File: config.mk
export PLATFORM = sky130hd
export DESIGN_NAME = header_field_tokenizer
export DESIGN_NICKNAME = d
export VERILOG_FILES = /design/src/design/hft_pkg.sv /design/src/design/header_field_tokenizer.sv
export SDC_FILE = /design/constraint.sdc
export NUM_CORES = 1
export LEC_CHECK = 0
export BUFFER_PORTS_ARGS = -buffer_cell sky130_fd_sc_hd__buf_2
export CAP_MARGIN = 5
export CORE_MARGIN = 2
export CORE_UTILIZATION = 60
export DETAILED_ROUTE_END_ITERATION = 10
export PLACE_DENSITY_LB_ADDON = 0.08
export SLEW_MARGIN = 0
export SYNTH_ARGS = -nofsm -noshare
export SYNTH_HDL_FRONTEND = slang
export SYNTH_SLANG_ARGS = --single-unit
export TNS_END_PERCENT = 30
File: constraint.sdc
create_clock -name clk_i -period 6 [get_ports clk_i]
set_clock_uncertainty 0.2 [all_clocks]
set_input_delay 0.6 -clock clk_i [delete_from_list [all_inputs] [get_ports clk_i]]
set_output_delay 0.6 -clock clk_i [all_outputs]
set_load 0.01 [all_outputs]
File: src/design/hft_pkg.sv
// ----------------------------------------------------------------------------
// hft_pkg: shared types and constants of the header field tokenizer
// Holds the event codes, the parser phase, the result record and the
// character constants that the tokenizer compares against.
// ----------------------------------------------------------------------------
`default_nettype none

package hft_pkg;

  // Reset value of the field limit register.
  localparam logic [15:0] MaxFieldsReset = 16'd5000;

  // Characters with a special meaning in a header.
  localparam logic [7:0] CharColon = 8'h3A;
  localparam logic [7:0] CharLf    = 8'h0A;
  localparam logic [7:0] CharCr    = 8'h0D;
  localparam logic [7:0] CharSpace = 8'h20;
  localparam logic [7:0] CharTab   = 8'h09;
  localparam logic [7:0] CharNul   = 8'h00;

  // Result event codes.
  typedef enum logic [2:0] {
    EV_NAME_BYTE    = 3'd0,
    EV_VALUE_BYTE   = 3'd1,
    EV_NAME_DONE    = 3'd2,
    EV_FIELD_DONE   = 3'd3,
    EV_HEADER_DONE  = 3'd4,
    EV_UNTERMINATED = 3'd5,
    EV_EMPTY_VALUE  = 3'd6,
    EV_TOO_MANY     = 3'd7
  } event_e;

  // Parser phase.
  typedef enum logic [1:0] {
    PH_NAME  = 2'd0,
    PH_VALUE = 2'd1,
    PH_STOP  = 2'd2
  } phase_e;

  // One result item.
  typedef struct packed {
    logic [7:0]  out_byte;
    event_e      ev;
    logic [15:0] field_index;
    logic        last;
  } result_t;

endpackage

`default_nettype wire

File: src/design/header_field_tokenizer.sv
// ----------------------------------------------------------------------------
// header_field_tokenizer: message header splitter with line unfolding
// Splits raw header bytes into compacted name and value bytes and field
// events, unfolds continuation lines and flags malformed headers.
// ----------------------------------------------------------------------------
//
//   Channel   Direction  Handshake                 Payload
//   -------   ---------  ------------------------  --------------------------
//   input     in         in_valid_i / in_stall_o   first_i, in_byte_i
//   result    out        out_valid_o / out_stall_i out_byte_o, event_res_o,
//                                                  field_index_o, last_o
//   config    in         cfg_valid_i / cfg_ready_o cfg_data_i (max_fields)
//
// A byte is decoded in the cycle it is accepted; its results appear at the
// output in the next cycle. One byte per cycle is sustained while the output
// is not stalled and each byte gives at most one result; a byte that gives
// two results stalls the input while the second result waits in the second
// slot of the two-entry result buffer.
// Reset puts the parser in the name phase with the field count at zero and
// loads the field limit with 5000. A stall on the output holds the buffer
// and stalls the input once the buffer cannot take another byte's results.
// ----------------------------------------------------------------------------
`default_nettype none

module header_field_tokenizer (
  input  wire logic        clk_i,
  input  wire logic        rst_ni,
  // Input byte channel
  input  wire logic        in_valid_i,
  output logic             in_stall_o,
  input  wire logic        first_i,
  input  wire logic [7:0]  in_byte_i,
  // Result channel
  output logic             out_valid_o,
  input  wire logic        out_stall_i,
  output logic [7:0]       out_byte_o,
  output logic [2:0]       event_res_o,
  output logic [15:0]      field_index_o,
  output logic             last_o,
  // Configuration write channel
  input  wire logic        cfg_valid_i,
  output logic             cfg_ready_o,
  input  wire logic [15:0] cfg_data_i
);

  import hft_pkg::*;

  // Configuration and parser state.
  logic [15:0] max_fields_q;
  phase_e      phase_q, phase_d;
  logic        raw_seen_q, raw_seen_d;
  logic        skip_q, skip_d;
  logic        space_q, space_d;
  logic        eol_q, eol_d;
  logic [15:0] count_q, count_d;

  // Result buffer: slot A drives the output, slot B holds a second result.
  result_t     a_q, b_q;
  logic        a_valid_q, b_valid_q;

  // Decode results of the current byte.
  result_t     res [2];
  logic [1:0]  res_n;

  logic        in_xfer;
  logic        out_xfer;

  // Byte classes.
  logic        is_eol, is_blank, is_space;

  assign is_eol   = (in_byte_i == CharLf) || (in_byte_i == CharCr);
  assign is_blank = (in_byte_i == CharSpace) || (in_byte_i == CharTab);
  assign is_space = (in_byte_i == CharSpace) || (in_byte_i inside {[8'd9:8'd13]});

  // Handshakes.
  assign out_xfer    = a_valid_q && !out_stall_i;
  assign in_stall_o  = a_valid_q && (out_stall_i || b_valid_q);
  assign in_xfer     = in_valid_i && !in_stall_o;
  assign cfg_ready_o = 1'b1;

  // Decode one byte: next parser state and up to two results.
  always_comb begin
    logic   deferred;
    logic   body;
    event_e body_ev;
    logic [15:0] count_inc;

    phase_d    = phase_q;
    raw_seen_d = raw_seen_q;
    skip_d     = skip_q;
    space_d    = space_q;
    eol_d      = eol_q;
    count_d    = count_q;
    res[0]     = '0;
    res[1]     = '0;
    res_n      = 2'd0;
    deferred   = 1'b0;
    body       = 1'b0;
    count_inc  = '0;

    // A first byte restarts the parser.
    if (first_i) begin
      phase_d    = PH_NAME;
      count_d    = '0;
      raw_seen_d = 1'b0;
      skip_d     = 1'b1;
      space_d    = 1'b0;
      eol_d      = 1'b0;
    end

    // A held line end in a value: fold on blank, otherwise flag an empty value or close the field.
    if (phase_d == PH_VALUE && eol_d) begin
      eol_d = 1'b0;
      if (is_blank) begin
        raw_seen_d = 1'b1;
        if (!skip_d) begin
          skip_d  = 1'b1;
          space_d = 1'b1;
        end
        deferred = 1'b1;
      end else if (!raw_seen_d) begin
        res[res_n[0]] = '{out_byte: CharNul, ev: EV_EMPTY_VALUE,
                          field_index: count_d, last: 1'b0};
        res_n   = res_n + 2'd1;
        phase_d = PH_STOP;
      end else begin
        res[res_n[0]] = '{out_byte: CharNul, ev: EV_FIELD_DONE,
                          field_index: count_d, last: 1'b0};
        res_n     = res_n + 2'd1;
        count_inc = count_d + 16'd1;
        if (count_inc >= max_fields_q) begin
          res[res_n[0]] = '{out_byte: CharNul, ev: EV_TOO_MANY,
                            field_index: count_d, last: 1'b0};
          res_n   = res_n + 2'd1;
          phase_d = PH_STOP;
        end else begin
          phase_d    = PH_NAME;
          raw_seen_d = 1'b0;
          skip_d     = 1'b1;
          space_d    = 1'b0;
        end
        count_d = count_inc;
      end
    end

    // Name and value handling of the byte itself.
    if (!deferred) begin
      case (phase_d)
        PH_NAME: begin
          if (in_byte_i == CharColon || is_eol) begin
            if (!raw_seen_d) begin
              res[res_n[0]] = '{out_byte: CharNul, ev: EV_HEADER_DONE,
                                field_index: count_d, last: 1'b0};
              res_n   = res_n + 2'd1;
              phase_d = PH_STOP;
            end else begin
              res[res_n[0]] = '{out_byte: CharNul, ev: EV_NAME_DONE,
                                field_index: count_d, last: 1'b0};
              res_n      = res_n + 2'd1;
              phase_d    = PH_VALUE;
              raw_seen_d = 1'b0;
              skip_d     = 1'b1;
              space_d    = 1'b0;
              eol_d      = 1'b0;
            end
          end else if (in_byte_i == CharNul) begin
            res[res_n[0]] = '{out_byte: CharNul,
                              ev: raw_seen_d ? EV_UNTERMINATED : EV_HEADER_DONE,
                              field_index: count_d, last: 1'b0};
            res_n   = res_n + 2'd1;
            phase_d = PH_STOP;
          end else begin
            body = 1'b1;
          end
        end
        PH_VALUE: begin
          if (in_byte_i == CharNul) begin
            res[res_n[0]] = '{out_byte: CharNul, ev: EV_UNTERMINATED,
                              field_index: count_d, last: 1'b0};
            res_n   = res_n + 2'd1;
            phase_d = PH_STOP;
          end else if (is_eol) begin
            eol_d = 1'b1;
          end else begin
            body = 1'b1;
          end
        end
        default: begin
          // Stopped: the byte is ignored.
        end
      endcase
    end

    // Whitespace compaction of a name or value byte.
    body_ev = (phase_d == PH_NAME) ? EV_NAME_BYTE : EV_VALUE_BYTE;
    if (body) begin
      raw_seen_d = 1'b1;
      if (is_space) begin
        if (!skip_d) begin
          skip_d  = 1'b1;
          space_d = 1'b1;
        end
      end else begin
        if (space_d) begin
          res[res_n[0]] = '{out_byte: CharSpace, ev: body_ev,
                            field_index: count_d, last: 1'b0};
          res_n = res_n + 2'd1;
        end
        res[res_n[0]] = '{out_byte: in_byte_i, ev: body_ev,
                          field_index: count_d, last: 1'b0};
        res_n   = res_n + 2'd1;
        space_d = 1'b0;
        skip_d  = 1'b0;
      end
    end

    // Mark the final result of this byte.
    if (res_n == 2'd2) begin
      res[1].last = 1'b1;
    end else begin
      res[0].last = 1'b1;
    end
  end

  // Configuration register.
  always_ff @(posedge clk_i or negedge rst_ni) begin
    if (!rst_ni) begin
      max_fields_q <= MaxFieldsReset;
    end else if (cfg_valid_i && cfg_ready_o) begin
      max_fields_q <= cfg_data_i;
    end
  end

  // Parser state, updated on each input transfer.
  always_ff @(posedge clk_i or negedge rst_ni) begin
    if (!rst_ni) begin
      phase_q    <= PH_NAME;
      raw_seen_q <= 1'b0;
      skip_q     <= 1'b1;
      space_q    <= 1'b0;
      eol_q      <= 1'b0;
      count_q    <= '0;
    end else if (in_xfer) begin
      phase_q    <= phase_d;
      raw_seen_q <= raw_seen_d;
      skip_q     <= skip_d;
      space_q    <= space_d;
      eol_q      <= eol_d;
      count_q    <= count_d;
    end
  end

  // Result buffer occupancy.
  always_ff @(posedge clk_i or negedge rst_ni) begin
    if (!rst_ni) begin
      a_valid_q <= 1'b0;
      b_valid_q <= 1'b0;
    end else if (in_xfer) begin
      a_valid_q <= (res_n != 2'd0);
      b_valid_q <= (res_n == 2'd2);
    end else if (out_xfer) begin
      a_valid_q <= b_valid_q;
      b_valid_q <= 1'b0;
    end
  end

  // Result buffer payload.
  always_ff @(posedge clk_i) begin
    if (in_xfer) begin
      a_q <= res[0];
      b_q <= res[1];
    end else if (out_xfer) begin
      a_q <= b_q;
    end
  end

  assign out_valid_o   = a_valid_q;
  assign out_byte_o    = a_q.out_byte;
  assign event_res_o   = a_q.ev;
  assign field_index_o = a_q.field_index;
  assign last_o        = a_q.last;

  // The second slot is only ever filled behind a full first slot.
  assert property (@(posedge clk_i) disable iff (!rst_ni) b_valid_q |-> a_valid_q)
    else $error("second result slot valid while first slot empty");

  // A pair of results is never marked last on its first entry.
  assert property (@(posedge clk_i) disable iff (!rst_ni) b_valid_q |-> !a_q.last)
    else $error("first of two results marked last");

  // A held line end only exists in the value phase.
  assert property (@(posedge clk_i) disable iff (!rst_ni) eol_q |-> phase_q == PH_VALUE)
    else $error("line end pending outside value phase");

  // A stopped parser gives no result until the next first byte.
  assert property (@(posedge clk_i) disable iff (!rst_ni)
                   in_xfer && !first_i && phase_q == PH_STOP |=> !a_valid_q)
    else $error("result produced while stopped");

  // The field count only steps by one unless the parser restarts.
  assert property (@(posedge clk_i) disable iff (!rst_ni)
                   in_xfer && !first_i |=>
                   count_q == $past(count_q) || count_q == $past(count_q) + 16'd1)
    else $error("field count jumped");

endmodule

`default_nettype wire
==> results.cfg, run 1 <==
[status]
status = finished, final reports clean

[worst_setup_path]
cp.required_ns = 5.98
slowest_delay_ns = 0.57
cp_max_fo = 11
crit_path_end_kind = register
reg2reg_to = field_index_o[0]
crit_arrival_ns = 5.64
worst-path-buf-inv = 3
path_common_cell = ha_1
rrSetupSlack_ns = 0.36
cpMaxStageDelayCell = or4_1
cpLargestDelayFamily = simple AND/OR/NAND/NOR gates
cp-start-kind = input port
r2r-start = count_q[0]
reg2reg_depth = 20
path_cells = buf_2, nand2b_1, inv_1, ha_1, nand4_1, nor3_1, and3_1, nand3_1, xor2_1, nor2_1, ha_1, o21ai_0, nor2_1, or4_1, o31ai_1, a21oi_1, ha_1, buf_4, or4_1, o311a_1, a21oi_1
worst-setup-path-type = in -> reg

[clock_network]
cts.root.buffer_cell = clkbuf_8
numCtsBuffers = 9
htree_levels = 3
cts_tree = built
clock_path_buffers = 2
postCtsHoldBufs = 0
clock-sinks = 96
clk_pin_slew_ns = 0.09
postCtsSetupRepairBufs = 0
cts_resized = 0
clk_latency_ns = 0.37

[global_routing]
grt-ovfl-total = 0
met2_usage_pct = 44.9
grtUsageMet1_pct = 44.9
grt.busiest_layer = met2
grt_max_degree = 63
antenna_found_initial = 0
grt_pass1_wl_mm = 24.2
grt_pass1_vias = 4615
use_met3_pct = 4.17
grt_usage_pct = 29.8

[place]
globalplace.congestion = 0.934
port_buffers = 59
post-place-ws_ns = 0.0584
hpwl_mm = 11.2
placed_cells = 809

[final_layout]
drive_gt1_share_pct = 16.8
final_nets = 735
areaGrowthSynthToFinish_pct = 10.8
instances_no_fill = 825
antenna_cells = 0
post-route-util_pct = 67.8

[sta]
setup_violations = 0
rsz0062_at_grt = false
fin_crit_ns = 5.66
hold_ws_ns = 0.158
max_freq_ghz = 0.177
relSlewSlack_pct = 31.5
tns_ns = 0
slew_viol_final = 0
worst_slack_ns = 0.337
fin_crit_sh_pct = 94.4
tightest_slew_ns = 1.01
final_hold_viol_count = 0

[floorplan]
start_util_pct = 61.2
die_h_um = 103
die-width_um = 103
num_io_pins = 61
die_area_um2 = 10700
coreArea_um2 = 9680
num_rows = 36

[power_and_ir_drop]
total_leakage_power_uw = 0.00265
ir_worst_vdd_mv = 0.116
pwr_density_cell_nw_per_um2 = 220

[logic_synthesis]
syn_area_per_cell_um2 = 9.32
ys_seq_area_share_pct = 45.4
synth_area_um2 = 5930
synth_edf_count = 56
syn_nets = 684
ys_warn_count = 0
synth_top_area_share_pct = 28.4
synthCells = 636
synth_area_leaders = edfxtp_1 (28%), dfrtp_1 (14%), nand2_1 (4.7%)
synth_area_leader_cell = edfxtp_1
synth-seq-cells = 96
async_flop_share_pct = 41.7
synthFlopType = edfxtp_1
ys_types = 79

[routing]
drc_errors = 0
initialDrtViolationCount = 464
ant_nets = 0
routedWlPerCell_um = 18.6
first_pass_iters = 7
drt-total-wl_mm = 15.3
vias = 5178
avgViaCountPerCell = 6.28

[job]
drv_cap = 0

[hold_path]
hp-class = in -> async
layer usage:
layer,up-vias,wire length (um),share of wire (%)
met5,-,0,0
met4,0,276,1.8
met2,275,6780,44
li1,2432,-,-
met1,2445,7030,46
met3,26,1240,8.1
worst reg2reg max path, cell delays in order (launching register included):
cell      delay [ns]
dfrtp_1         0.45
nand2b_1        0.17
inv_1           0.17
ha_1            0.19
nand4_1         0.18
nor3_1          0.33
and3_1          0.31
nand3_1         0.11
xor2_1          0.16
nor2_1          0.13
ha_1            0.25
o21ai_0         0.16
nor2_1          0.05
or4_1           0.57
o31ai_1         0.38
a21oi_1         0.14
ha_1            0.40
buf_4           0.21
or4_1           0.53
o311a_1         0.12
a21oi_1         0.24
stage by stage:
step           total power [uW]  cell area, um2
2_1_floorplan               951            5930
3_3_place_gp               1030            6380
3_5_place_dp               1030            6380
4_1_cts                    1440            6570
5_1_grt                    1510            6570
6_report                   1440            6570
report_power, final:
part	internal (uW)	switching, uW
clock	191	231
sequential	767	19.2
combinational	82.3	153
worst max path at each step:
stage,cells after the start,slack [ns],end,startpoint
floorplan,23,0.11,field_index_o[9],first_i
global placement,18,0.22,field_index_o[0],first_i
detailed placement,21,0.06,field_index_o[0],first_i
CTS,21,0.42,field_index_o[0],first_i
global route,18,0.07,b_q[5],count_q[1]
finish,21,0.34,field_index_o[0],first_i
sequential cells by signal (all words and copies together), names as in the netlist:
name and cells:
b_q 28, b_valid_q 1, count_q 16, eol_q 1, event_res_o 3, field_index_o 16
last_o 1, max_fields_q 16, out_byte_o 8, out_valid_o 1, phase_q 2, raw_seen_q 1
skip_q 1, space_q 1
final cells by class:
| class | count | area [um2] |
|---|---|---|
| Sequential cell | 96 | 2690 |
| Tap cell | 133 | 166 |
| Clock inverter | 6 | 58.8 |
| Fill cell | 807 | 3120 |
| Clock buffer | 10 | 128 |
| Timing Repair Buffer | 80 | 453 |
| Inverter | 33 | 124 |
| Multi-Input combinational cell | 467 | 2950 |
Yosys cell counts, types with 4 or more instances:
master    instances
a21oi_1          28
a22o_1            9
a22oi_1           5
a31oi_1           8
a32oi_1           4
and2_1           11
buf_2             4
clkbuf_1         30
dfrtp_1          34
dfstp_2           6
edfxtp_1         56
ha_1             18
inv_1            31
mux2i_1           4
nand2_1          74
nand2b_1         22
nand3_1          13
nand4_1           8
nor2_1           54
nor2b_1           8
nor3_1           17
nor4_1            4
o211ai_1          8
o21ai_0          54
o21ai_1           4
o21bai_1          7
o22ai_1           6
o311a_1           4
o31ai_1           7
or4_1             5
xnor2_1          17
xor2_1            6
placed cells by master (no fill, tap or decap), drive strengths merged, types with 18 or more instances in the layout:
master  count
buf        80
nand2      74
o21ai      59
edfxtp     56
nor2       54
dfrtp      34
inv        33
a21oi      28
nand2b     22
ha         18
logic make-up after synthesis:
family | Yosys count | synth area share (%)
AO/OA/AOI/OAI | 184 | 21.6
XOR/XNOR | 23 | 3.40
adder cells (fa/ha/maj) | 18 | 3.80
buffers and inverters | 73 | 5.15
flip-flops | 96 | 45.4
multiplexers | 5 | 0.865
other | 1 | 0.0632
AND/OR/NAND/NOR | 236 | 19.8
No activity file was read; power rests on OpenSTA's default activity.
==> inputs of run 2 (changes only) <==
Settings changed: ABC_AREA from default to 1, CORE_UTILIZATION 60 to 61.
==> results.cfg, run 2 <==
[logic_synthesis]
synth_area_leaders = edfxtp_1 (25%), dfrtp_1 (13%), nand2_1 (12%)
synthFlopType = edfxtp_1
synth_area_leader_cell = edfxtp_1
synthCells = 908
synth_area_um2 = 6800
synth_edf_count = 56
syn_area_per_cell_um2 = 7.49
synth-seq-cells = 96
synthTopCellsByCount = nand2_1 (219), inv_1 (107), nor2_1 (96)
ys_warn_count = 0
async_flop_share_pct = 41.7
synth_top_area_share_pct = 24.7
ys_types = 52
yosysMostFrequentCell = nand2_1
syn_nets = 956
ys_seq_area_share_pct = 39.5

[final_layout]
nFillCells = 941
drive_gt1_share_pct = 17.0
final_common_cell = nand2_1
layout_common_cells = nand2_1 (219), inv_1 (107), nor2_1 (95)
regMostFlops = b_q
final_nets = 1005
antenna_cells = 0
post-route-util_pct = 68.3
areaGrowthSynthToFinish_pct = 8.79
largest_reg_flops = 28
fin_area_um2 = 7400

[power_and_ir_drop]
total_leakage_power_uw = 0.00345
ir_worst_vdd_mv = 0.169
pwr_density_cell_nw_per_um2 = 255

[place]
port_buffers = 59
globalplace.congestion = 0.950
hpwl_mm = 14.4
placed_area_um2 = 7210
post-place-ws_ns = 0.309

[sta]
tightest_slew_ns = 1.09
hold_ws_ns = 0.177
max_freq_ghz = 0.184
slew_viol_final = 0
final_hold_viol_count = 0
rsz0062_at_grt = false
setup_violations = 0
tns_ns = 0
fin_crit_ns = 5.42
relSlewSlack_pct = 27.3
worst_slack_ns = 0.578
fin_crit_sh_pct = 90.4

[worst_setup_path]
cpMaxStageDelayCell = ha_1
r2r-start = count_q[0]
path_common_cell = nand2_1
cp_max_fo = 19
slowest_delay_ns = 0.38
cp.required_ns = 5.92
crit_start = first_i
cp-start-kind = input port
reg2reg_depth = 27
worst-setup-path-type = in -> reg
crit_path_end_kind = register
crit_arrival_ns = 5.34

[job]
drv_cap = 0

[status]
status = finished, final reports clean

[clock_network]
cts_resized = 0
numCtsBuffers = 9
htree_levels = 3
postCtsSetupRepairBufs = 0
cts.root.buffer_cell = clkbuf_8
clk_latency_ns = 0.38
clk_pin_slew_ns = 0.09
clock_path_buffers = 2
postCtsHoldBufs = 0
cts_tree = built
clock-sinks = 96

[floorplan]
coreArea_um2 = 10800
die-width_um = 110
num_io_pins = 61
start_util_pct = 62.8
num_rows = 38
die_area_um2 = 12000
die_h_um = 110

[hold_path]
hp-class = in -> async

[routing]
initialDrtViolationCount = 666
avgViaCountPerCell = 5.99
first_pass_iters = 6
routedWlPerCell_um = 18.0
vias = 6603
ant_nets = 0
drt-total-wl_mm = 19.8
drc_errors = 0

[global_routing]
grt_pass1_wl_mm = 31.8
grt-ovfl-total = 0
grt_usage_pct = 35.0
grt_pass1_vias = 6266
antenna_found_initial = 0
grt_max_degree = 64
run 2: changes by cell type in the layout (fill, tap and decap cells not counted), sizes merged, moves of 11 or more:
cell,before,now
nand2,74,237
nor2,54,114
xor2,6,17
o21ai,59,98
and2,12,1
xnor2,17,0
nand2b,22,0
inv,33,124
nand3,13,66
run 2: stage by stage:
stage / power [uW] / instances
after global placement: 1440 / 1086
final: 1890 / 1102
after floorplan: 1260 / 908
after detailed placement: 1450 / 1086
after CTS: 1880 / 1102
after global routing: 1980 / 1102
run 2: layer usage:
layer	share of wire [%]	track usage [%]
met5	0	0
met1	41	46.8
met2	46	55.7
met3	9.6	6.70
met4	3.6	14.5
run 2: worst max-delay path: cells and delay by family:
| family | cells | cell delay (ns) |
|---|---|---|
| XOR/XNOR | 1 | 0.15 |
| buffers and inverters | 2 | 0.36 |
| AND/OR/NAND/NOR | 20 | 3.17 |
| AO/OA/AOI/OAI | 1 | 0.11 |
| adder cells (fa/ha/maj) | 3 | 0.92 |
run 2: cell families after synthesis:
group | after synthesis | share of synthesized area [%]
compound gates | 166 | 13.9
mux | 1 | 0.165
xor+xnor | 17 | 2.41
flops | 96 | 39.5
other cells | 1 | 0.0551
fa+ha+maj | 18 | 3.31
simple gates | 451 | 31.2
buf+inv | 158 | 9.40
run 2: area by class of cell:
type / count / area (um2) / share of cell area (%)
Multi-Input combinational cell: 654 / 3490 / 47.1
Clock inverter: 3 / 42.5 / 0.575
Clock buffer: 13 / 149 / 2.01
Timing Repair Buffer: 71 / 385 / 5.21
Tap cell: 140 / 175 / 2.37
Sequential cell: 96 / 2690 / 36.3
Inverter: 125 / 474 / 6.41
run 2: final timing paths:
check | endpoint | slack [ns]
max | field_index_o[1] | 0.58
min | space_q | 0.18
max reg2reg | field_index_o[1] | 0.62
min reg2reg | count_q[13] | 0.30
max in group asynchronous | count_q[12] | 4.77
min in group clk_i | max_fields_q[14] | 0.22
run 2: report_power, final:
group          leakage (uW)  switching (uW)  internal, uW  total, uW
registers           0.00107            35.4           855        891
logic               0.00228             397           159        557
clock network     0.0000936             234           204        439
total               0.00345             667          1220       1890
==> inputs of run 3 (changes only) <==
Settings changed: RECOVER_POWER from default to 50.
==> results.cfg, run 3 (synthesized netlist as in run 2, its figures left out) <==
[routing]
ant_nets = 0
avgViaCountPerCell = 5.94
initialDrtViolationCount = 676
drt-total-wl_mm = 19.8
first_pass_iters = 7
routedWlPerCell_um = 17.9
vias = 6549
drc_errors = 0

[sta]
setup_violations = 0
hold_ws_ns = 0.214
rsz0062_at_grt = false
fin_crit_sh_pct = 90.3
tns_ns = 0
slew_viol_final = 105
fin_crit_ns = 5.42
tightest_slew_ns = 3.06
max_freq_ghz = 0.184
relSlewSlack_pct = -104
final_hold_viol_count = 0

[floorplan]
num_rows = 38
die_area_um2 = 12000
coreArea_um2 = 10800
start_util_pct = 62.8
num_io_pins = 61
die-width_um = 110
die_h_um = 110

[global_routing]
grt_max_degree = 64
grt_usage_pct = 35.0
grt_pass1_wl_mm = 31.8
grt_pass1_vias = 6266
antenna_found_initial = 0
grt-ovfl-total = 0

[final_layout]
multi_input_area_um2 = 3480
final_nets = 1005
regMostFlops = b_q
final_common_cell = nand2_1
areaGrowthSynthToFinish_pct = 8.05
largest_reg_flops = 28
nFillCells = 955
drive_gt1_share_pct = 13.6
final-seq-area_um2 = 2690
antenna_cells = 0
layout_common_cells = nand2_1 (219), inv_1 (107), nor2_1 (96)

[worst_setup_path]
reg2reg_to = field_index_o[1]
r2r-start = count_q[0]
crit_arrival_ns = 5.33
worst-setup-path-type = in -> reg
rrSetupSlack_ns = 0.64
crit_path_end_kind = register
cp.required_ns = 5.91
crit_end = field_index_o[1]
crit_start = first_i
reg2reg_depth = 28
cp_max_fo = 19
cp-start-kind = input port

[status]
violations = max-capacitance violations, max-slew violations
status = complete, but fails checks

[clock_network]
clk_pin_slew_ns = 0.09
htree_levels = 3
clock-sinks = 96
cts_resized = 0
clock_path_buffers = 2
cts_tree = built
postCtsSetupRepairBufs = 0
postCtsHoldBufs = 0
clk_latency_ns = 0.38
cts.root.buffer_cell = clkbuf_8
numCtsBuffers = 9

[place]
hpwl_mm = 14.4
globalplace.congestion = 0.950
port_buffers = 59

[job]
drv_cap = 2

[power_and_ir_drop]
pwr_density_cell_nw_per_um2 = 254
ir_worst_vdd_mv = 0.170
total_leakage_power_uw = 0.00335

[hold_path]
hp-class = in -> reg
hp-start = cfg_data_i[14]
run 3: changes by cell type in the layout (fill, tap and decap cells not counted):
| cell | before | now |
|---|---|---|
| clkbuf_1 | 3 | 35 |
| nor2_4 | 8 | 7 |
| nor2_1 | 95 | 96 |
| buf_2 | 59 | 28 |
| buf_4 | 12 | 11 |
run 3: worst min-delay path by stage:
stage                  endpoint  cells past startpoint
2_1_floorplan         b_valid_q                      0
3_3_place_gp         count_q[4]                      2
3_5_place_dp        count_q[13]                      2
4_1_cts               b_valid_q                      1
5_1_grt         max_fields_q[9]                      3
6_report       max_fields_q[14]                      3
run 3: routing by layer:
| layer | vias up | wire (um) | part of all wire [%] | track usage [%] |
|---|---|---|---|---|
| li1 | 3086 | - | - | - |
| met1 | 3053 | 8280 | 42 | 46.8 |
| met2 | 356 | 9120 | 46 | 55.7 |
| met3 | 54 | 1740 | 8.8 | 6.70 |
| met4 | 0 | 632 | 3.2 | 14.5 |
| met5 | - | 0 | 0 | 0 |
run 3: worst max-delay path: stages:
cell and delay (ns):
buf_2 0.23, nor2_1 0.28, ha_1 0.26, nand3_2 0.14
nor3_4 0.22, nand2_1 0.08, nor2_1 0.13, nand3_1 0.12
nor2_1 0.19, nand2_1 0.09, xor2_1 0.15, ha_1 0.27
nand2_1 0.10, o21ai_0 0.11, a21oi_1 0.18, nand2_1 0.16
nand2_2 0.21, nand2_2 0.14, nand2_1 0.09, nand2_1 0.05
o21ai_1 0.11, nand2_1 0.13, ha_1 0.41, inv_1 0.14
nand2_4 0.25, nand2_4 0.20, nand4_1 0.12, nand3_1 0.13
run 3: power by group:
part / total, uW / leakage (uW) / internal [uW] / switching, uW
Clock: 438 / 0.0000936 / 204 / 233
Combinational: 537 / 0.00218 / 142 / 395
Sequential: 895 / 0.00107 / 858 / 37.1
Total: 1870 / 0.00335 / 1200 / 666
run 3: layout make-up:
cell class                      count  area share [%]
Sequential cell                    96            36.6
Tap cell                          140            2.38
Multi-Input combinational cell    654            47.3
Clock inverter                      3           0.579
Inverter                          125            6.45
Timing Repair Buffer               71            4.66
Clock buffer                       13            2.03
run 3: stage by stage:
step,setup slack (ns),total power (uW),util [%],cell area (um2),std cells
final,0.579,1870,67.8,7350,1102
after global routing,0.150,1970,67.8,7350,1102
after CTS,0.704,1880,68.3,7400,1102
after detailed placement,0.309,1450,66.5,7210,1086
after global placement,0.543,1440,66.5,7210,1086
after floorplan,1.06,1260,-,6800,908
